### src/dtq_pkg.sv
`default_nettype none

package dtq_pkg;

    localparam int KIND_W          = 2;
    localparam int DELAY_W         = 32;
    localparam int SLOT_ID_W       = 4;
    localparam int RKIND_W         = 3;
    localparam int WAIT_W          = 32;
    localparam int DEF_TIMER_SLOTS = 16;
    localparam int DEF_CLOCK_BITS  = 48;

    localparam logic [KIND_W-1:0] KIND_ADD  = 2'd0;
    localparam logic [KIND_W-1:0] KIND_DEL  = 2'd1;
    localparam logic [KIND_W-1:0] KIND_TICK = 2'd2;

    localparam logic [RKIND_W-1:0] RES_ADDED   = 3'd0;
    localparam logic [RKIND_W-1:0] RES_FULL    = 3'd1;
    localparam logic [RKIND_W-1:0] RES_DELETED = 3'd2;
    localparam logic [RKIND_W-1:0] RES_IGNORED = 3'd3;
    localparam logic [RKIND_W-1:0] RES_EXPIRED = 3'd4;
    localparam logic [RKIND_W-1:0] RES_QUIET   = 3'd5;

    typedef enum logic {
        ALU_ADD = 1'b0,
        ALU_SUB = 1'b1
    } t_alu_op;

    typedef struct packed {
        logic borrow;
        logic zero;
    } t_alu_flags;

endpackage

`default_nettype wire

### src/dtq_free_pick.sv
`default_nettype none

module dtq_free_pick import dtq_pkg::*; #(
    parameter int TIMER_SLOTS = DEF_TIMER_SLOTS
) (
    input  wire logic [TIMER_SLOTS-1:0]         i_in_use,
    output      logic                           o_found,
    output      logic [$clog2(TIMER_SLOTS)-1:0] o_slot
);

    localparam int SLOT_W = $clog2(TIMER_SLOTS);

    always_comb begin
        o_found = 1'b0;
        o_slot  = '0;
        for (int i = TIMER_SLOTS - 1; i >= 0; i--) begin
            if (!i_in_use[i]) begin
                o_found = 1'b1;
                o_slot  = SLOT_W'(i);
            end
        end
    end

endmodule

`default_nettype wire
### config.mk
export PLATFORM = sky130hd
export DESIGN_NAME = dtq_free_pick
export DESIGN_NICKNAME = d
export VERILOG_FILES = /design/src/dtq_pkg.sv /design/src/dtq_free_pick.sv
export SDC_FILE = /design/constraint.sdc
export NUM_CORES = 1
export LEC_CHECK = 0
export BUFFER_PORTS_ARGS = -buffer_cell sky130_fd_sc_hd__buf_2
export CAP_MARGIN = 20
export CORE_AREA = 8 8 45 47
export DETAILED_ROUTE_END_ITERATION = 10
export DIE_AREA = 0 0 53 55
export GPL_TIMING_DRIVEN = 0
export PLACE_DENSITY = 0.46
export SLEW_MARGIN = 20
export SYNTH_ARGS = -nofsm -noshare
export SYNTH_HDL_FRONTEND = slang
export SYNTH_SLANG_ARGS = --single-unit
export TNS_END_PERCENT = 20
### constraint.sdc
create_clock -name vclk -period 0.8
set_input_delay 0 -clock vclk [all_inputs]
set_output_delay 0 -clock vclk [all_outputs]
set_load 0.005 [all_outputs]
After elaboration in Yosys (flattened, before gate mapping) --
Index checks and enable logic that the tools add are counted.
Storage, ports and cells: register bits after elaboration 0, logic and storage cells 32, input bits 16
Operators by class: multiplexer cells 32
Operator list (number):
- 2-to-1 mux 4 bit | 16
- 2-to-1 mux 1 bit | 16

Logic depth before layout (Yosys ltp) --
Gate-level depths: netlist of the first run.
word-level depth 16, mapped depth 4

Worst setup path after synthesis of the first run --
Ideal clock, no wire load.
kind in2out, from in i_in_use[14], to out o_slot[0], data arrival time 442 ps, cell stages on the path 4, path buffers 0, path slack 358 ps, cells stage by stage inv_1 o21ai_0 a311oi_1 o21ai_1
On the way: word-level cells in the longest chain between the ends 15
RTL lines:
- start, declared | RTL line dtq_free_pick.sv:6 | input wire logic [TIMER_SLOTS-1:0] i_in_use,
- 2-to-1 mux 4 bit (15 in a row) | RTL line dtq_free_pick.sv:17 | if (!i_in_use[i]) begin
- end, declared | RTL line dtq_free_pick.sv:8 | output logic [$clog2(TIMER_SLOTS)-1:0] o_slot
No other way between the ends.

Final worst setup path of the first run --
from in i_in_use[12], to out o_found
On the way: word-level cells in the longest chain between the ends 13
RTL lines:
- 2-to-1 mux 1 bit (13 in a row) | RTL line dtq_free_pick.sv:17
- end, declared | RTL line dtq_free_pick.sv:7 | output logic o_found,
No other way between the ends.

==> impl_metrics.env, run 1 <==
export IMPL_postRouteWirelength_um=748
export IMPL_nets=73
export IMPL_min_path_type="in -> out"
export IMPL_critPathKind="in -> out"
export IMPL_core_region_area_um2=1380
export IMPL_fin_crit_sh_pct=87.1
export IMPL_dp_hpwl_um=687
export IMPL_synthCells=34
export IMPL_synth_warnings=0
export IMPL_drive_above_1_share_pct=40.0
export IMPL_die_x_um=53
export IMPL_syn_area_per_cell_um2=4.89
export IMPL_final_common_cell="buf_2"
export IMPL_fin_cells=71
export IMPL_synth_area_top_cells="nand2_1, nand4_1, o21ai_0"
export IMPL_slew_viol_final=0
export IMPL_rsz0062_at_grt="no"
export IMPL_grt_pass1_wl_um=1200
export IMPL_grt_pass1_vias=314
export IMPL_diodes=0
export IMPL_synth_cell_type_count=13
export IMPL_hold_slack_ps=331
export IMPL_dr_wl_met3_um=100
export IMPL_cp_start_kind="primary input"
export IMPL_drc=0
export IMPL_top_layer_used="met3"
export IMPL_dp_cells=71
export IMPL_final_cell_mix="buf_2, nand2_1, nand4_1, nor2_1, inv_1"
export IMPL_synth_net_count=50
export IMPL_post_route_min_period_ps=697
export IMPL_ir_drop_mv=0.113
export IMPL_die_area_um2=2920
export IMPL_vias_per_cell=4.35
export IMPL_syn_area_um2=166
export IMPL_initial_core_util_pct=12.0
export IMPL_leakagePower_uw=0.000150
export IMPL_grt_antenna_before_repair=0
export IMPL_yosysSeqAreaShare_pct=0
export IMPL_holdPathEnd="o_slot[0]"
export IMPL_nClkBuffers=0
export IMPL_register_area_um2=0
export IMPL_dr_pass1_iters=2
export IMPL_final_hold_viol_count=0
export IMPL_wl_met1_um=351
export IMPL_io_pins=21
export IMPL_dr_wl_met2_um=295
export IMPL_crit_fanout=3
export IMPL_synth_top_cell_area_share_pct=15.8
export IMPL_cp_data_arrival_time_ps=700
export IMPL_grt_usage_pct=4.96
export IMPL_area_growth_pct=75.2
export IMPL_portBuffers=21
export IMPL_die_h_um=55
export IMPL_gp_congestion=0.707
export IMPL_yosysTopAreaCell="nand2_1"
export IMPL_status="completed"
export IMPL_slew_headroom_pct=84.3
export IMPL_cts_resized=0
export IMPL_flops_and_latches=0
export IMPL_tightestPinTransition_ps=234
export IMPL_rows=14
export IMPL_wl_per_cell_um=10.5
export IMPL_grt_max_degree=6
export IMPL_min_from="i_in_use[0]"
export IMPL_cap_violations=0
export IMPL_ctsHoldBuffers=0
export IMPL_gr_total_overflow=0
export IMPL_post_cts_buffers=0
export IMPL_ant_nets=0
export IMPL_tns_ps=0
export IMPL_cp_end_kind="primary output"
export IMPL_fillCellCount=170
export IMPL_first_iter_violations=6
export IMPL_via_count=309
export IMPL_power_density_nw_per_um2=381
export IMPL_fmax_ghz=1.43
export IMPL_setup_viol=0
export IMPL_cp_required_ps=800
export IMPL_hold_path_depth=4
## cells by family after synthesis
group	Yosys count	share of synthesized area [%]
simple gates	19	52.6
compound gates	11	38.3
buf+inv	4	9.02
## power by group
part | switching, uW | leakage [uW] | total, uW | internal, uW
clock network | 0 | 0 | 0 | 0
logic | 58.7 | 0.000150 | 111 | 52.3
registers | 0 | 0 | 0 | 0
## per-stage QoR
step / total power [uW] / util [%] / setup WS (ps) / instance area [um2]
after floorplan: 38.5 / - / 358 / 166
after global placement: 111 / 21.1 / 83.9 / 292
after detailed placement: 112 / 21.1 / 97.4 / 292
after CTS: 113 / 21.1 / 92.2 / 292
after global routing: 128 / 21.1 / 6.20 / 292
final: 111 / 21.1 / 103 / 292
## worst max-delay path: stages
cell	delay (ps)
buf_2	100
nand4_1	120
nor3_1	260
nand2_1	80
buf_2	130
## layout make-up
| cell class | count | area (um2) | share of cell area, % |
|---|---|---|---|
| well taps | 16 | 20.0 | 6.87 |
| multi-input cells | 30 | 151 | 51.9 |
| repair buffers | 21 | 105 | 36.1 |
| inverters | 4 | 15.0 | 5.15 |
## worst max path at each step
stage / start / slack (ps) / cells after the start / end
5_1_grt: i_in_use[14] / 6 / 6 / o_slot[0]
3_5_place_dp: i_in_use[10] / 100 / 6 / o_slot[0]
2_1_floorplan: i_in_use[14] / 360 / 4 / o_slot[0]
6_report: i_in_use[12] / 100 / 5 / o_found
4_1_cts: i_in_use[12] / 90 / 5 / o_found
3_3_place_gp: i_in_use[14] / 80 / 6 / o_slot[0]
## Yosys cell counts
library cell and n:
o21ai_1 2, a21oi_1 2, a311oi_1 1, nor3_1 2, a31oi_1 2, nor2_1 4
nand2_2 1, nand2_1 7, o21a_1 1, nand3_1 1, inv_1 4, o21ai_0 3
nand4_1 4
## per-layer routing
layer	global-route usage, %	vias to the layer above
li1	-	168
met1	6.49	127
met2	8.01	14
met3	1.87	0
met4	0	0
met5	0	-
No activity file was read; power rests on OpenSTA's default activity.
==> inputs of run 2 (changes only) <==
--- a/config.mk
+++ b/config.mk
@@ -7,9 +7,9 @@
 export LEC_CHECK = 0
 export BUFFER_PORTS_ARGS = -buffer_cell sky130_fd_sc_hd__buf_2
 export CAP_MARGIN = 20
-export CORE_AREA = 8 8 45 47
+export CORE_AREA = 2 2 39 41
 export DETAILED_ROUTE_END_ITERATION = 10
-export DIE_AREA = 0 0 53 55
+export DIE_AREA = 0 0 41 43
 export GPL_TIMING_DRIVEN = 0
 export PLACE_DENSITY = 0.46
 export SLEW_MARGIN = 20
==> impl_metrics.env, run 2 (synthesis gave the netlist of run 1 again) <==
export IMPL_wl_per_cell_um=8.80
export IMPL_fmax_ghz=1.42
export IMPL_grt_pass1_wl_um=966
export IMPL_rsz0062_at_grt="no"
export IMPL_final_hold_viol_count=0
export IMPL_die_area_um2=1760
export IMPL_min_path_type="in -> out"
export IMPL_crit_fanout=3
export IMPL_rows=14
export IMPL_tns_ps=0
export IMPL_setup_viol=0
export IMPL_post_place_ws_ps=81.4
export IMPL_slew_viol_final=0
export IMPL_first_iter_violations=10
export IMPL_ir_drop_mv=0.0941
export IMPL_flops_and_latches=0
export IMPL_gp_congestion=0.686
export IMPL_crit_end="o_slot[0]"
export IMPL_diodes=0
export IMPL_worst_slack_ps=93.7
export IMPL_power_density_nw_per_um2=379
export IMPL_register_area_um2=0
export IMPL_die_h_um=43
export IMPL_ant_nets=0
export IMPL_cp_data_arrival_time_ps=710
export IMPL_portBuffers=21
export IMPL_ctsHoldBuffers=0
export IMPL_final_cell_mix="buf_2, nand2_1, nand4_1, nor2_1, inv_1"
export IMPL_nClkBuffers=0
export IMPL_leakagePower_uw=0.000150
export IMPL_via_count=304
export IMPL_dp_hpwl_um=558
export IMPL_fin_crit_sh_pct=88.3
export IMPL_grt_antenna_before_repair=0
export IMPL_postRouteWirelength_um=625
export IMPL_post_cts_buffers=0
export IMPL_cap_violations=0
export IMPL_cts_resized=0
export IMPL_die_x_um=41
export IMPL_drive_above_1_share_pct=40.0
export IMPL_fillCellCount=166
export IMPL_tightestPinTransition_ps=225
export IMPL_grt_usage_pct=7.19
export IMPL_critPathKind="in -> out"
export IMPL_final_common_cell="buf_2"
export IMPL_core_region_area_um2=1380
export IMPL_dr_pass1_iters=2
export IMPL_cp_required_ps=800
export IMPL_grt_max_degree=6
export IMPL_nets=73
export IMPL_cp_end_kind="primary output"
export IMPL_status="completed"
export IMPL_cp_start_kind="primary input"
export IMPL_initial_core_util_pct=12.0
export IMPL_vias_per_cell=4.28
export IMPL_drc=0
export IMPL_grt_pass1_vias=258
export IMPL_io_pins=21
export IMPL_gr_total_overflow=0
export IMPL_post_route_min_period_ps=706
export IMPL_startpoint="i_in_use[14]"
export IMPL_slew_headroom_pct=84.9
export IMPL_area_growth_pct=75.2
## run 2: worst min-delay path by stage
stage	slack [ps]	from	end	cells past startpoint
finish	340	i_in_use[0]	o_slot[0]	4
global route	380	i_in_use[0]	o_slot[0]	4
CTS	360	i_in_use[0]	o_slot[0]	4
detailed placement	360	i_in_use[0]	o_slot[0]	4
global placement	360	i_in_use[0]	o_slot[0]	4
floorplan	90	i_in_use[0]	o_slot[0]	2
## run 2: worst max-delay path, cell delays in order
cell,delay (ps)
buf_2,110
inv_1,40
o21ai_0,60
a311oi_1,260
o21ai_1,100
buf_2,130
## run 2: stage by stage
| step | total power (uW) | utilization [%] | cells | hold slack, ps | instance area (um2) |
|---|---|---|---|---|---|
| after global routing | 124 | 21.1 | 71 | 376 | 292 |
| after floorplan | 38.5 | - | 34 | 94.1 | 166 |
| final | 111 | 21.1 | 71 | 342 | 292 |
| after detailed placement | 111 | 21.1 | 71 | 356 | 292 |
| after global placement | 110 | 21.1 | 71 | 362 | 292 |
| after CTS | 111 | 21.1 | 71 | 357 | 292 |
## run 2: cell type report
class	instances	area [um2]	area share (%)
Inverter	4	15.0	5.15
Tap cell	16	20.0	6.87
Multi-Input combinational cell	30	151	51.9
Timing Repair Buffer	21	105	36.1
## run 2: routing by layer
metal	vias up	share of wire, %	track usage, %
li1	167	-	-
met1	127	42	9.49
met2	10	49	12.8
met3	0	8.8	0.524
met4	0	0	0
met5	-	0	0
## run 2: power breakdown
| group | switching (uW) | internal (uW) |
|---|---|---|
| registers | 0 | 0 |
| clock network | 0 | 0 |
| logic | 58.4 | 52.3 |
| total | 58.4 | 52.3 |
==> inputs of run 3 (changes only) <==
--- a/config.mk
+++ b/config.mk
@@ -12,7 +12,9 @@
 export DIE_AREA = 0 0 41 43
 export GPL_TIMING_DRIVEN = 0
 export PLACE_DENSITY = 0.46
-export SLEW_MARGIN = 20
+export RECOVER_POWER = 25
+export REMOVE_ABC_BUFFERS = 1
+export SLEW_MARGIN = 30
 export SYNTH_ARGS = -nofsm -noshare
 export SYNTH_HDL_FRONTEND = slang
 export SYNTH_SLANG_ARGS = --single-unit
==> impl_metrics.env, run 3 (synthesis gave the netlist of run 1 again) <==
export IMPL_fillCellCount=167
export IMPL_dr_pass1_iters=2
export IMPL_slew_headroom_pct=84.9
export IMPL_rsz0062_at_grt="no"
export IMPL_postRouteWirelength_um=623
export IMPL_core_region_area_um2=1380
export IMPL_diodes=0
export IMPL_initial_core_util_pct=12.0
export IMPL_cts_resized=0
export IMPL_grt_pass1_vias=258
export IMPL_die_x_um=41
export IMPL_post_cts_buffers=0
export IMPL_register_area_um2=0
export IMPL_nets=73
export IMPL_slew_viol_final=0
export IMPL_startpoint="i_in_use[14]"
export IMPL_ant_nets=0
export IMPL_fin_crit_sh_pct=88.3
export IMPL_via_count=305
export IMPL_grt_pass1_wl_um=966
export IMPL_io_pins=21
export IMPL_setup_viol=0
export IMPL_leakagePower_uw=0.000147
export IMPL_cp_data_arrival_time_ps=710
export IMPL_critPathKind="in -> out"
export IMPL_final_hold_viol_count=0
export IMPL_first_iter_violations=10
export IMPL_grt_antenna_before_repair=0
export IMPL_area_growth_pct=74.4
export IMPL_tightestPinTransition_ps=225
export IMPL_portBuffers=21
export IMPL_gr_total_overflow=0
export IMPL_die_h_um=43
export IMPL_post_route_min_period_ps=706
export IMPL_cp_required_ps=800
export IMPL_power_density_nw_per_um2=378
export IMPL_gp_congestion=0.686
export IMPL_dp_hpwl_um=558
export IMPL_rows=14
export IMPL_cap_violations=0
export IMPL_tns_ps=0
export IMPL_multi_input_area_um2=151
export IMPL_ctsHoldBuffers=0
export IMPL_status="completed"
export IMPL_wl_per_cell_um=8.77
export IMPL_nClkBuffers=0
export IMPL_die_area_um2=1760
export IMPL_grt_usage_pct=7.19
export IMPL_min_path_type="in -> out"
export IMPL_final_core_util_pct=21.0
export IMPL_ir_drop_mv=0.0940
export IMPL_cp_start_kind="primary input"
export IMPL_vias_per_cell=4.30
export IMPL_cp_end_kind="primary output"
export IMPL_grt_max_degree=6
export IMPL_crit_end="o_slot[0]"
export IMPL_drive_above_1_share_pct=38.2
export IMPL_flops_and_latches=0
export IMPL_final_common_cell="buf_2"
export IMPL_final_cell_mix="buf_2, nand2_1, nand4_1, nor2_1, inv_1"
export IMPL_crit_fanout=3
export IMPL_fmax_ghz=1.42
export IMPL_drc=0
==> run 3: worst min-delay path by stage <==
stage	startpoint	end	slack, ps	cells after the start
after floorplan	i_in_use[0]	o_slot[0]	90	2
after global placement	i_in_use[0]	o_slot[0]	360	4
after detailed placement	i_in_use[0]	o_slot[0]	360	4
after CTS	i_in_use[0]	o_slot[0]	360	4
after global routing	i_in_use[0]	o_slot[0]	380	4
final	i_in_use[0]	o_slot[0]	340	4
==> run 3: stage by stage <==
stage	instances	power (uW)	area (um2)	setup slack (ps)	hold WS (ps)
global placement	71	110	292	82.3	362
finish	71	110	290	93.7	342
CTS	71	111	292	81.4	357
floorplan	34	38.5	166	358	94.1
detailed placement	71	111	292	81.4	356
global route	71	124	290	0.00644	376
==> run 3: routing by layer <==
metal / global-route usage, % / vias to the layer above / wire (um)
met5: 0 / - / 0
met4: 0 / 0 / 0
met3: 0.524 / 0 / 54
met2: 12.8 / 10 / 305
met1: 9.49 / 127 / 263
li1: - / 168 / -
==> run 3: layout make-up <==
cell class | instances | share of cell area [%]
Inverter | 4 | 5.17
Multi-Input combinational cell | 30 | 52.2
Tap cell | 16 | 6.90
Timing Repair Buffer | 21 | 35.8
==> run 3: power breakdown <==
part / total [uW] / internal, uW / switching [uW]
combinational: 110 / 51.5 / 58.2
clock: 0 / 0 / 0
sequential: 0 / 0 / 0
==> run 3: worst max-delay path, stage by stage <==
cell	delay [ps]
buf_2	110
inv_1	40
o21ai_0	60
a311oi_1	260
o21ai_1	100
buf_2	130
