`src/dtq_pkg.sv`:
```
`default_nettype none

package dtq_pkg;

    localparam int KIND_W          = 2;
    localparam int DELAY_W         = 32;
    localparam int SLOT_ID_W       = 4;
    localparam int RKIND_W         = 3;
    localparam int WAIT_W          = 32;
    localparam int DEF_TIMER_SLOTS = 16;
    localparam int DEF_CLOCK_BITS  = 48;

    localparam logic [KIND_W-1:0] KIND_ADD  = 2'd0;
    localparam logic [KIND_W-1:0] KIND_DEL  = 2'd1;
    localparam logic [KIND_W-1:0] KIND_TICK = 2'd2;

    localparam logic [RKIND_W-1:0] RES_ADDED   = 3'd0;
    localparam logic [RKIND_W-1:0] RES_FULL    = 3'd1;
    localparam logic [RKIND_W-1:0] RES_DELETED = 3'd2;
    localparam logic [RKIND_W-1:0] RES_IGNORED = 3'd3;
    localparam logic [RKIND_W-1:0] RES_EXPIRED = 3'd4;
    localparam logic [RKIND_W-1:0] RES_QUIET   = 3'd5;

    typedef enum logic {
        ALU_ADD = 1'b0,
        ALU_SUB = 1'b1
    } t_alu_op;

    typedef struct packed {
        logic borrow;
        logic zero;
    } t_alu_flags;

endpackage

`default_nettype wire

```
`src/dtq_alu.sv`:
```
`default_nettype none

module dtq_alu import dtq_pkg::*; #(
    parameter int CLOCK_BITS = DEF_CLOCK_BITS
) (
    input  wire logic [CLOCK_BITS-1:0] i_a,
    input  wire logic [CLOCK_BITS-1:0] i_b,
    input  wire t_alu_op               i_op,
    output      logic [CLOCK_BITS-1:0] o_sum,
    output      t_alu_flags            o_flags
);

    localparam int SUM_W = CLOCK_BITS + 1;

    logic [CLOCK_BITS-1:0] b_eff;
    logic [SUM_W-1:0]      full;

    assign b_eff = (i_op == ALU_SUB) ? ~i_b : i_b;
    assign full  = {1'b0, i_a} + {1'b0, b_eff} + SUM_W'(i_op == ALU_SUB);
    assign o_sum = full[CLOCK_BITS-1:0];

    assign o_flags.borrow = (i_op == ALU_SUB) && !full[CLOCK_BITS];
    assign o_flags.zero   = (full[CLOCK_BITS-1:0] == '0);

endmodule

`default_nettype wire

```
`config.mk`:
```
export PLATFORM = sky130hd
export DESIGN_NAME = dtq_alu
export DESIGN_NICKNAME = d
export VERILOG_FILES = /design/src/dtq_pkg.sv /design/src/dtq_alu.sv
export SDC_FILE = /design/constraint.sdc
export NUM_CORES = 1
export LEC_CHECK = 0
export ABC_CLOCK_PERIOD_IN_PS = 4700
export BUFFER_PORTS_ARGS = -buffer_cell sky130_fd_sc_hd__buf_2
export CORE_ASPECT_RATIO = 0.5
export CORE_UTILIZATION = 30
export DETAILED_ROUTE_END_ITERATION = 10
export GPL_TIMING_DRIVEN = 0
export SLEW_MARGIN = 20
export SYNTH_ARGS = -nofsm -noshare
export SYNTH_HDL_FRONTEND = slang
export SYNTH_SLANG_ARGS = --single-unit
```
`constraint.sdc`:
```
create_clock -name vclk -period 4.7
set_input_delay 0 -clock vclk [all_inputs]
set_output_delay 0 -clock vclk [all_outputs]
set_load 0.02 [all_outputs]
```
Word-level counts from Yosys, hierarchy flattened
Cells that the tools add are included.
{"block": "totals", "output_inout_bits": 50, "inputBits": 97, "regBits": 0, "wordCells": 7}
{"block": "op_classes", "muxes": 1, "n_reduce_logical": 3, "add_sub_neg": 2, "n_bitwise": 1}
{"op": "48-bit by 48-bit adder with 49-bit output", "n": 1}
{"op": "49-bit by 1-bit adder with 49-bit output", "n": 1}
{"op": "48-bit zero test", "n": 1}
{"op": "48-bit two-way mux", "n": 1}
{"op": "48-bit NOT", "n": 1}
{"op": "1-bit logical AND", "n": 1}
{"op": "1-bit zero test", "n": 1}

Longest topological paths before layout
Gate-level depths: netlist of run 1.
{"block": "depth", "depth_word": 6, "ltp_mapped": 17, "ltp_nobuf": 14}

Worst setup path after synthesis of run 1
OpenSTA, ideal clock, no wires.
{"block": "synth_path", "kind": "input to output", "start": "in i_op", "end": "out o_flags[0] (netlist bit)", "slack_ns": -0.156, "arrival_ns": 4.856, "required_time_ns": 4.700, "cell_stages": 17, "cell_sequence": "clkbuf_1 -> buf_1 -> buf_1 -> xor2_1 -> ha_1 -> buf_2 -> and4_1 -> o2111ai_1 -> nor3_1 -> nor2_2 -> o31ai_1 -> a21oi_1 -> xnor2_2 -> or4_1 -> or4_1 -> or4_1 -> nor4_2"}
{"item": "from (decl)", "line_no": "dtq_alu.sv:8", "text": "input wire t_alu_op i_op,"}
{"item": "to (decl)", "line_no": "dtq_alu.sv:10", "text": "output t_alu_flags o_flags"}

==> impl_metrics.env, run 1 <==
export IMPL_status="finished, final reports clean"
export IMPL_worstPathMaxFanout=10
export IMPL_rows=27
export IMPL_drt_wirelength_per_cell_um=15.06
export IMPL_maxSlewHeadroom_pct=35.53
export IMPL_tightest_slew_ns=0.9605
export IMPL_track_usage_pct=18.43
export IMPL_place_hpwl_um=10340
export IMPL_avgSynthCellArea_um2=7.094
export IMPL_diodes=0
export IMPL_max_stage_delay_ns=0.64
export IMPL_crit_required_ns=4.70
export IMPL_antenna_found_initial=0
export IMPL_hp_start="i_a[0]"
export IMPL_timing_hold_ws_ns=0.3155
export IMPL_nClkBuffers=0
export IMPL_design_seq_count=0
export IMPL_yosysSeqAreaShare_pct=0
export IMPL_totalWireLength_um=11800
export IMPL_finalSetupViolCount=0
export IMPL_final_area_um2=4473
export IMPL_cp_arrival_ns=4.51
export IMPL_power_density_nw_per_um2=257.3
export IMPL_netlist_area_leader_share_pct=17.96
export IMPL_cellLeakagePower_nw=2.115
export IMPL_via_per_inst=5.282
export IMPL_clock_fmax_mhz=221.7
export IMPL_dr_total_vias=4141
export IMPL_nets=789
export IMPL_gp_congestion=0.8979
export IMPL_placed_area_um2=4398
export IMPL_drive_gt1_share_pct=28.95
export IMPL_path_cells="clkbuf_2 -> buf_6 -> xor2_1 -> ha_1 -> nand2_1 -> nor2_1 -> or4b_2 -> o31ai_4 -> a21oi_1 -> xnor2_2 -> or4_1 -> or4_1 -> or4_1 -> nor4_2 -> buf_4"
export IMPL_ff_latch_area_um2=0
export IMPL_crit_path_end_kind="primary output"
export IMPL_drc=0
export IMPL_cp_startpoint="i_op"
export IMPL_yosys_warnings=0
export IMPL_min_path_type="in -> out"
export IMPL_worstHoldEndpoint="o_sum[0]"
export IMPL_crit_slowest_cell="or4b_2"
export IMPL_path_common_cell="or4_1"
export IMPL_finalHoldViolations=0
export IMPL_slew_viol_final=0
export IMPL_crit_type="in -> out"
export IMPL_cap_violations=0
export IMPL_grt_max_degree=11
export IMPL_die_x_um=154.4
export IMPL_yosysTopAreaCell="ha_1"
export IMPL_synth_area_um2=3483
export IMPL_layout_setup_ws_ns=0.1897
export IMPL_first_pass_iters=6
export IMPL_syn_nets=639
export IMPL_io_buffers=146
export IMPL_die_area_um2=12070
export IMPL_final_util_pct=40.12
export IMPL_antenna_left=0
export IMPL_start_util_pct=31.25
export IMPL_synth_cell_types=72
export IMPL_grt_pass1_wl_um=18340
export IMPL_rsz0062_at_grt="false"
export IMPL_ios=147
export IMPL_grt_pass1_vias=3720
export IMPL_whs_path_depth=3
export IMPL_period_share_pct=95.96
export IMPL_syn_inst=491
export IMPL_critPathLaunchType="primary input"
export IMPL_overflow=0
export IMPL_dp_cells=782
export IMPL_synth_area_leaders="ha_1, xor2_1, a21oi_1, xnor2_1, nand2_1"
export IMPL_die_h_um=78.20
export IMPL_drt_iter0_drc=201
export IMPL_area_delta_synth_final_pct=28.41
export IMPL_place_ws_ns=-0.8506
export IMPL_final_min_clock_period_ns=4.510
export IMPL_layoutNonFillerInstCount=784
export IMPL_ir_drop_mv=0.1110
export IMPL_fill_cells=1224
export IMPL_cp_num_buf_inv=3
export IMPL_core_um2=11150
export IMPL_critPathTopFamily="simple AND/OR/NAND/NOR gates"
export IMPL_hold_buffers=0
==> power breakdown <==
part           internal [mW]  total (mW)  leakage, nW  switching [mW]
Combinational          0.427        1.15         2.11           0.724
Clock                      0           0            0               0
Sequential                 0           0            0               0
Total                  0.427        1.15         2.11           0.724
==> cells in the mapped netlist, types with 9 or more instances <==
| library cell | count |
|---|---|
| ha_1 | 50 |
| xnor2_1 | 26 |
| a21o_1 | 17 |
| o21a_1 | 10 |
| o21bai_1 | 11 |
| nor2_1 | 36 |
| nand2_1 | 48 |
| nand4_1 | 10 |
| o21ai_0 | 23 |
| a21oi_1 | 52 |
| inv_1 | 9 |
| nor3_1 | 9 |
| xor2_1 | 66 |
==> worst max-delay path by stage <==
| stage | endpoint | slack, ns | depth (start not counted) |
|---|---|---|---|
| floorplan | o_flags[0] | 0.04 | 17 |
| global placement | o_flags[0] | -0.86 | 15 |
| detailed placement | o_flags[0] | -0.85 | 15 |
| CTS | o_flags[0] | 0.05 | 15 |
| global route | o_flags[0] | 0.02 | 16 |
| finish | o_flags[0] | 0.19 | 15 |
==> cells by family (layout without fill, tap and decap cells) <==
group / Yosys count / after routing / synth area share [%]
compound gates: 162 / 162 / 31.21
xor+xnor: 93 / 93 / 23.60
buf+inv: 27 / 175 / 3.233
mux: 1 / 1 / 0.3233
fa+ha+maj: 51 / 51 / 18.53
simple gates: 157 / 157 / 23.10
==> cell type report <==
class	instances	area, µm²	area share, %
timing repair buffer	149	755.7	16.90
inverter	10	37.54	0.8392
tap	145	181.4	4.056
buffer	16	106.4	2.378
multi-input combinational	464	3392	75.83
==> through the flow <==
| stage | TNS (ns) | total power [mW] |
|---|---|---|
| after floorplan | 0 | 0.7951 |
| after global placement | -0.8589 | 1.134 |
| after detailed placement | -0.8506 | 1.135 |
| after CTS | 0 | 1.148 |
| after global routing | 0 | 1.252 |
| final | 0 | 1.151 |
==> cell usage in the layout, fill, tap and decap left out, types with 6 or more instances in the layout <==
cell / instances
xnor2_1: 26
o21bai_1: 11
nor2_1: 36
a21oi_1: 52
nor4_1: 7
xor2_1: 66
nand3_1: 8
nand2_1: 48
inv_1: 9
clkbuf_1: 6
nand4_1: 10
ha_1: 49
buf_2: 148
o21ai_0: 23
a21o_1: 17
o21a_1: 10
nor3_1: 8
==> repair_timing <==
item / in CTS / in global routing
setup buffers: 0 / 3
endpoints found under the setup margin: 1 / 1
pin swaps: 0 / 2
gates resized for setup: 12 / 11
==> metal layers <==
layer	global-route usage (%)	up-vias	routed length, µm
li1	-	2114	-
met1	27.66	1932	6056
met2	29.77	89	5170
met3	1.380	6	530
met4	0.6931	0	47
met5	0	-	0
No activity file was read; power rests on OpenSTA's default activity.
==> run 2, diff against run 1 <==
Settings changed: CELL_PAD_IN_SITES_DETAIL_PLACEMENT from default to 0, CELL_PAD_IN_SITES_GLOBAL_PLACEMENT from default to 1, PLACE_DENSITY_LB_ADDON from default to 0.1.
==> run 2 against run 1 <==
Combinational power about the same. Worst hold slack improved by 0.0044 ns. Via count shrank 0.34%. Count of clock-buffer cells in the layout is the same. Highest routed layer is now met3. Global-route usage rose by 1.3 points. Sequential share of layout area unchanged. Non-clock buffer count increased by 5. Flip-flop and latch count did not move.
==> impl_metrics.env, run 2 (synthesis gave the netlist of run 1 again) <==
export IMPL_grt_max_degree=11
export IMPL_drive_gt1_share_pct=29.97
export IMPL_seqPwrFrac_pct=0
export IMPL_power_internal_uw=434.0
export IMPL_critPathLaunchType="primary input"
export IMPL_die_area_um2=12070
export IMPL_worstHoldEndpoint="o_sum[0]"
export IMPL_ios=147
export IMPL_nClkBuffers=0
export IMPL_layout_setup_ws_ns=0.1811
export IMPL_p_comb_share_pct=100.0
export IMPL_rsz0062_at_grt="false"
export IMPL_status="finished, final reports clean"
export IMPL_first_pass_iters=4
export IMPL_antenna_found_initial=0
export IMPL_rows=27
export IMPL_crit_required_ns=4.70
export IMPL_die_x_um=154.4
export IMPL_place_ws_ns=-0.9192
export IMPL_design_seq_count=0
export IMPL_die_h_um=78.20
export IMPL_drt_wirelength_per_cell_um=15.79
export IMPL_min_path_type="in -> out"
export IMPL_whs_path_depth=3
export IMPL_final_area_um2=4538
export IMPL_swShare_pct=62.91
export IMPL_overflow=0
export IMPL_cap_violations=0
export IMPL_ff_latch_area_um2=0
export IMPL_period_share_pct=96.15
export IMPL_cp_arrival_ns=4.52
export IMPL_finalHoldViolations=0
export IMPL_final_util_pct=40.71
export IMPL_area_delta_synth_final_pct=30.28
export IMPL_nets=794
export IMPL_grt_pass1_wl_um=19430
export IMPL_tightest_slew_ns=1.041
export IMPL_diodes=0
export IMPL_crit_path_end_kind="primary output"
export IMPL_final_cell_mix="buf_2, xor2_1, a21oi_1, ha_1, nand2_1"
export IMPL_placed_area_um2=4398
export IMPL_layout_commonest_cell="buf_2"
export IMPL_core_um2=11150
export IMPL_clock_fmax_mhz=221.3
export IMPL_grt_pass1_vias=3962
export IMPL_drc=0
export IMPL_ir_drop_mv=0.1264
export IMPL_slew_viol_final=0
export IMPL_track_usage_pct=19.74
export IMPL_io_buffers=146
export IMPL_hp_start="i_a[0]"
export IMPL_start_util_pct=31.25
export IMPL_final_min_clock_period_ns=4.519
export IMPL_dr_total_vias=4127
export IMPL_p_clk_share_pct=0
export IMPL_crit_type="in -> out"
export IMPL_gp_congestion=0.8552
export IMPL_finalSetupViolCount=0
export IMPL_via_per_inst=5.231
export IMPL_maxSlewHeadroom_pct=30.10
export IMPL_power_density_nw_per_um2=257.8
export IMPL_cellLeakagePower_nw=2.139
export IMPL_place_hpwl_um=10760
export IMPL_worstPathMaxFanout=8
export IMPL_drt_iter0_drc=135
export IMPL_p_switching_uw=736.1
export IMPL_antenna_left=0
export IMPL_totalWireLength_um=12460
run 2: worst max-delay path by stage:
stage / startpoint / endpoint / slack (ns) / cells past startpoint
4_1_cts: i_op / o_flags[0] / 0.001 / 17
3_3_place_gp: i_op / o_flags[0] / -0.94 / 18
6_report: i_op / o_flags[0] / 0.18 / 17
2_1_floorplan: i_op / o_flags[0] / 0.04 / 17
3_5_place_dp: i_op / o_flags[0] / -0.92 / 18
5_1_grt: i_op / o_flags[0] / 0.006 / 18
run 2: area by class of cell:
type,count,area [µm²]
well taps,145,181.4
inverters,10,37.54
fillers,1247,6610
plain buffers,16,113.9
multi-input cells,464,3412
repair buffers,154,793.3
run 2: critical path, cell delays in order:
cell and delay (ns):
buf_2 0.15, clkbuf_4 0.19, buf_4 0.14, xor2_1 0.15, ha_1 0.27, buf_2 0.18, and4_4 0.23, a211oi_4 0.33
a21oi_2 0.14, or3_4 0.44, a221oi_2 0.29, xnor2_1 0.14, or4_1 0.49, or4_1 0.43, or4_4 0.54, nor4_2 0.22
buf_4 0.18
run 2: metal layers:
| metal | GRT usage [%] | vias to the layer above | wire length (µm) |
|---|---|---|---|
| li1 | - | 2133 | - |
| met1 | 28.44 | 1897 | 6256 |
| met3 | 0.7178 | 0 | 569 |
| met5 | 0 | - | 0 |
| met2 | 34.36 | 97 | 5629 |
| met4 | 0.2970 | 0 | 0 |
run 2: stage by stage:
step	power (mW)	instances	setup TNS (ns)	hold slack [ns]
finish	1.170	789	0	0.3199
global route	1.272	789	0	0.3452
CTS	1.158	781	0	0.3170
detailed placement	1.146	782	-0.9192	0.3142
global placement	1.149	782	-0.9369	0.3174
floorplan	0.7951	491	0	0.1346
run 2: power by group through the flow:
stage	registers (mW)	logic (mW)	clock network (mW)
2_1_floorplan	0	0.795	0
3_3_place_gp	0	1.15	0
3_5_place_dp	0	1.15	0
4_1_cts	0	1.16	0
5_1_grt	0	1.27	0
6_report	0	1.17	0
run 2: timing repair:
item / in CTS / in global routing
pin swaps: 0 / 4
buffers inserted: 0 / 7
setup endpoints to repair: 1 / 1
resized for setup: 13 / 19
gates cloned: 0 / 1
hold buffers: 0 / 0
hold endpoints to repair: 0 / 0
==> run 3, diff against run 2 <==
Settings changed: PLACE_DENSITY from default to 0.84, PLACE_DENSITY_LB_ADDON 0.1 to default.
==> run 3 against run 2 <==
Die area is the same. Global-route usage down 1.3 points. Via count is essentially flat. Fmax grew 1.6%. Sequential share of layout area did not move. Combinational power hardly changed. First-iteration DRC count rose by 21%. Wire length shrank 5.7%. Total power shrank 1.3%. Non-clock buffer count decreased by 3. Worst hold slack improved by 0.0077 ns. Final area is 0.96% lower. Critical path type unchanged. Critical endpoint unchanged. Largest cell class unchanged. Highest routed layer is now met4.
==> impl_metrics.env, run 3 (synthesis gave the netlist of run 1 again) <==
export IMPL_status="finished, final reports clean"
export IMPL_crit_path_end_kind="primary output"
export IMPL_first_pass_iters=4
export IMPL_finalSetupViolCount=0
export IMPL_overflow=0
export IMPL_period_share_pct=94.65
export IMPL_power_mw=1.154
export IMPL_rsz0062_at_grt="false"
export IMPL_gp_congestion=0.9471
export IMPL_via_per_inst=5.256
export IMPL_grt_pass1_wl_um=18510
export IMPL_nets=791
export IMPL_die_h_um=78.20
export IMPL_final_cell_mix="buf_2, xor2_1, a21oi_1, ha_1, nand2_1"
export IMPL_ios=147
export IMPL_antenna_left=0
export IMPL_final_util_pct=40.31
export IMPL_dr_total_vias=4131
export IMPL_die_x_um=154.4
export IMPL_crit_slowest_cell="or4_1"
export IMPL_drt_wirelength_per_cell_um=14.94
export IMPL_antenna_found_initial=0
export IMPL_die_area_um2=12070
export IMPL_nClkBuffers=0
export IMPL_path_depth=18
export IMPL_cp_num_buf_inv=5
export IMPL_whs_path_depth=3
export IMPL_start_util_pct=31.25
export IMPL_diodes=0
export IMPL_cp_arrival_ns=4.45
export IMPL_place_hpwl_um=10240
export IMPL_rows=27
export IMPL_ff_latch_area_um2=0
export IMPL_crit_required_ns=4.70
export IMPL_tightest_slew_ns=0.8950
export IMPL_min_path_type="in -> out"
export IMPL_max_stage_delay_ns=0.53
export IMPL_power_density_nw_per_um2=256.8
export IMPL_grt_max_degree=11
export IMPL_cellLeakagePower_nw=2.126
export IMPL_layoutNonFillerInstCount=786
export IMPL_path_common_cell="or4_1"
export IMPL_drt_iter0_drc=164
export IMPL_crit_type="in -> out"
export IMPL_design_seq_count=0
export IMPL_final_min_clock_period_ns=4.449
export IMPL_clock_fmax_mhz=224.8
export IMPL_ir_drop_mv=0.1090
export IMPL_worstHoldEndpoint="o_sum[0]"
export IMPL_finalHoldViolations=0
export IMPL_slew_viol_final=0
export IMPL_grt_pass1_vias=3849
export IMPL_hp_start="i_a[0]"
export IMPL_fill_cells=1211
export IMPL_cap_violations=0
export IMPL_critPathLaunchType="primary input"
export IMPL_area_delta_synth_final_pct=29.02
export IMPL_core_um2=11150
export IMPL_totalWireLength_um=11740
export IMPL_maxSlewHeadroom_pct=39.93
export IMPL_drc=0
export IMPL_worstPathMaxFanout=10
export IMPL_dp_cells=782
export IMPL_layout_commonest_cell="buf_2"
export IMPL_track_usage_pct=18.48
export IMPL_io_buffers=146
export IMPL_drive_gt1_share_pct=29.49
export IMPL_path_cells="clkbuf_2 -> buf_6 -> buf_6 -> xor2_1 -> ha_1 -> buf_2 -> a21oi_2 -> nand2b_1 -> o211ai_2 -> a21oi_2 -> or3_4 -> a221oi_2 -> xnor2_1 -> or4_1 -> or4_1 -> or4_1 -> nor4_2 -> buf_2"
export IMPL_critPathTopFamily="simple AND/OR/NAND/NOR gates"
-- run 3: changes by cell type in the layout (fill, tap and decap cells not counted), sizes merged --
cell  before  now
buf      163  160
-- run 3: stage by stage --
stage / setup TNS (ns) / worst slack, ns / hold slack [ns] / area [µm²]
detailed placement: -0.7681 / -0.7681 / 0.3263 / 4398
global route: 0 / 0.01377 / 0.3483 / 4494
finish: 0 / 0.2515 / 0.3276 / 4494
global placement: -0.7974 / -0.7974 / 0.3293 / 4398
CTS: 0 / 0.009423 / 0.3283 / 4425
floorplan: 0 / 0.03959 / 0.1346 / 3486
-- run 3: worst max-delay path by stage --
stage	startpoint	to	slack, ns
after floorplan	i_op	o_flags[0]	0.04
after global placement	i_op	o_flags[0]	-0.80
after detailed placement	i_op	o_flags[0]	-0.77
after CTS	i_op	o_flags[0]	0.009
after global routing	i_op	o_flags[0]	0.01
final	i_op	o_flags[0]	0.25
-- run 3: repair_timing --
item                       4_1_cts  5_1_grt
setup endpoints to repair        1        1
hold buffers                     0        0
pin swaps                        0        2
setup buffers                    0        5
resized for setup               12       17
-- run 3: metal layers --
layer,GRT usage (%),part of all wire [%],vias up
li1,-,-,2123
met3,1.822,5.6,6
met1,26.15,48,1891
met5,0,0,-
met2,31.41,45,111
met4,1.287,0.72,0
-- run 3: final cells by class --
type	instances	area, µm²	share of cell area, %
plain buffers	16	110.1	2.450
inverters	10	37.54	0.8352
multi-input cells	464	3397	75.58
well taps	145	181.4	4.037
repair buffers	151	768.2	17.09
-- run 3: where the power goes --
group	internal, mW	switching (mW)	leakage [nW]
Combinational	0.430	0.724	2.13
Clock	0	0	0
Sequential	0	0	0
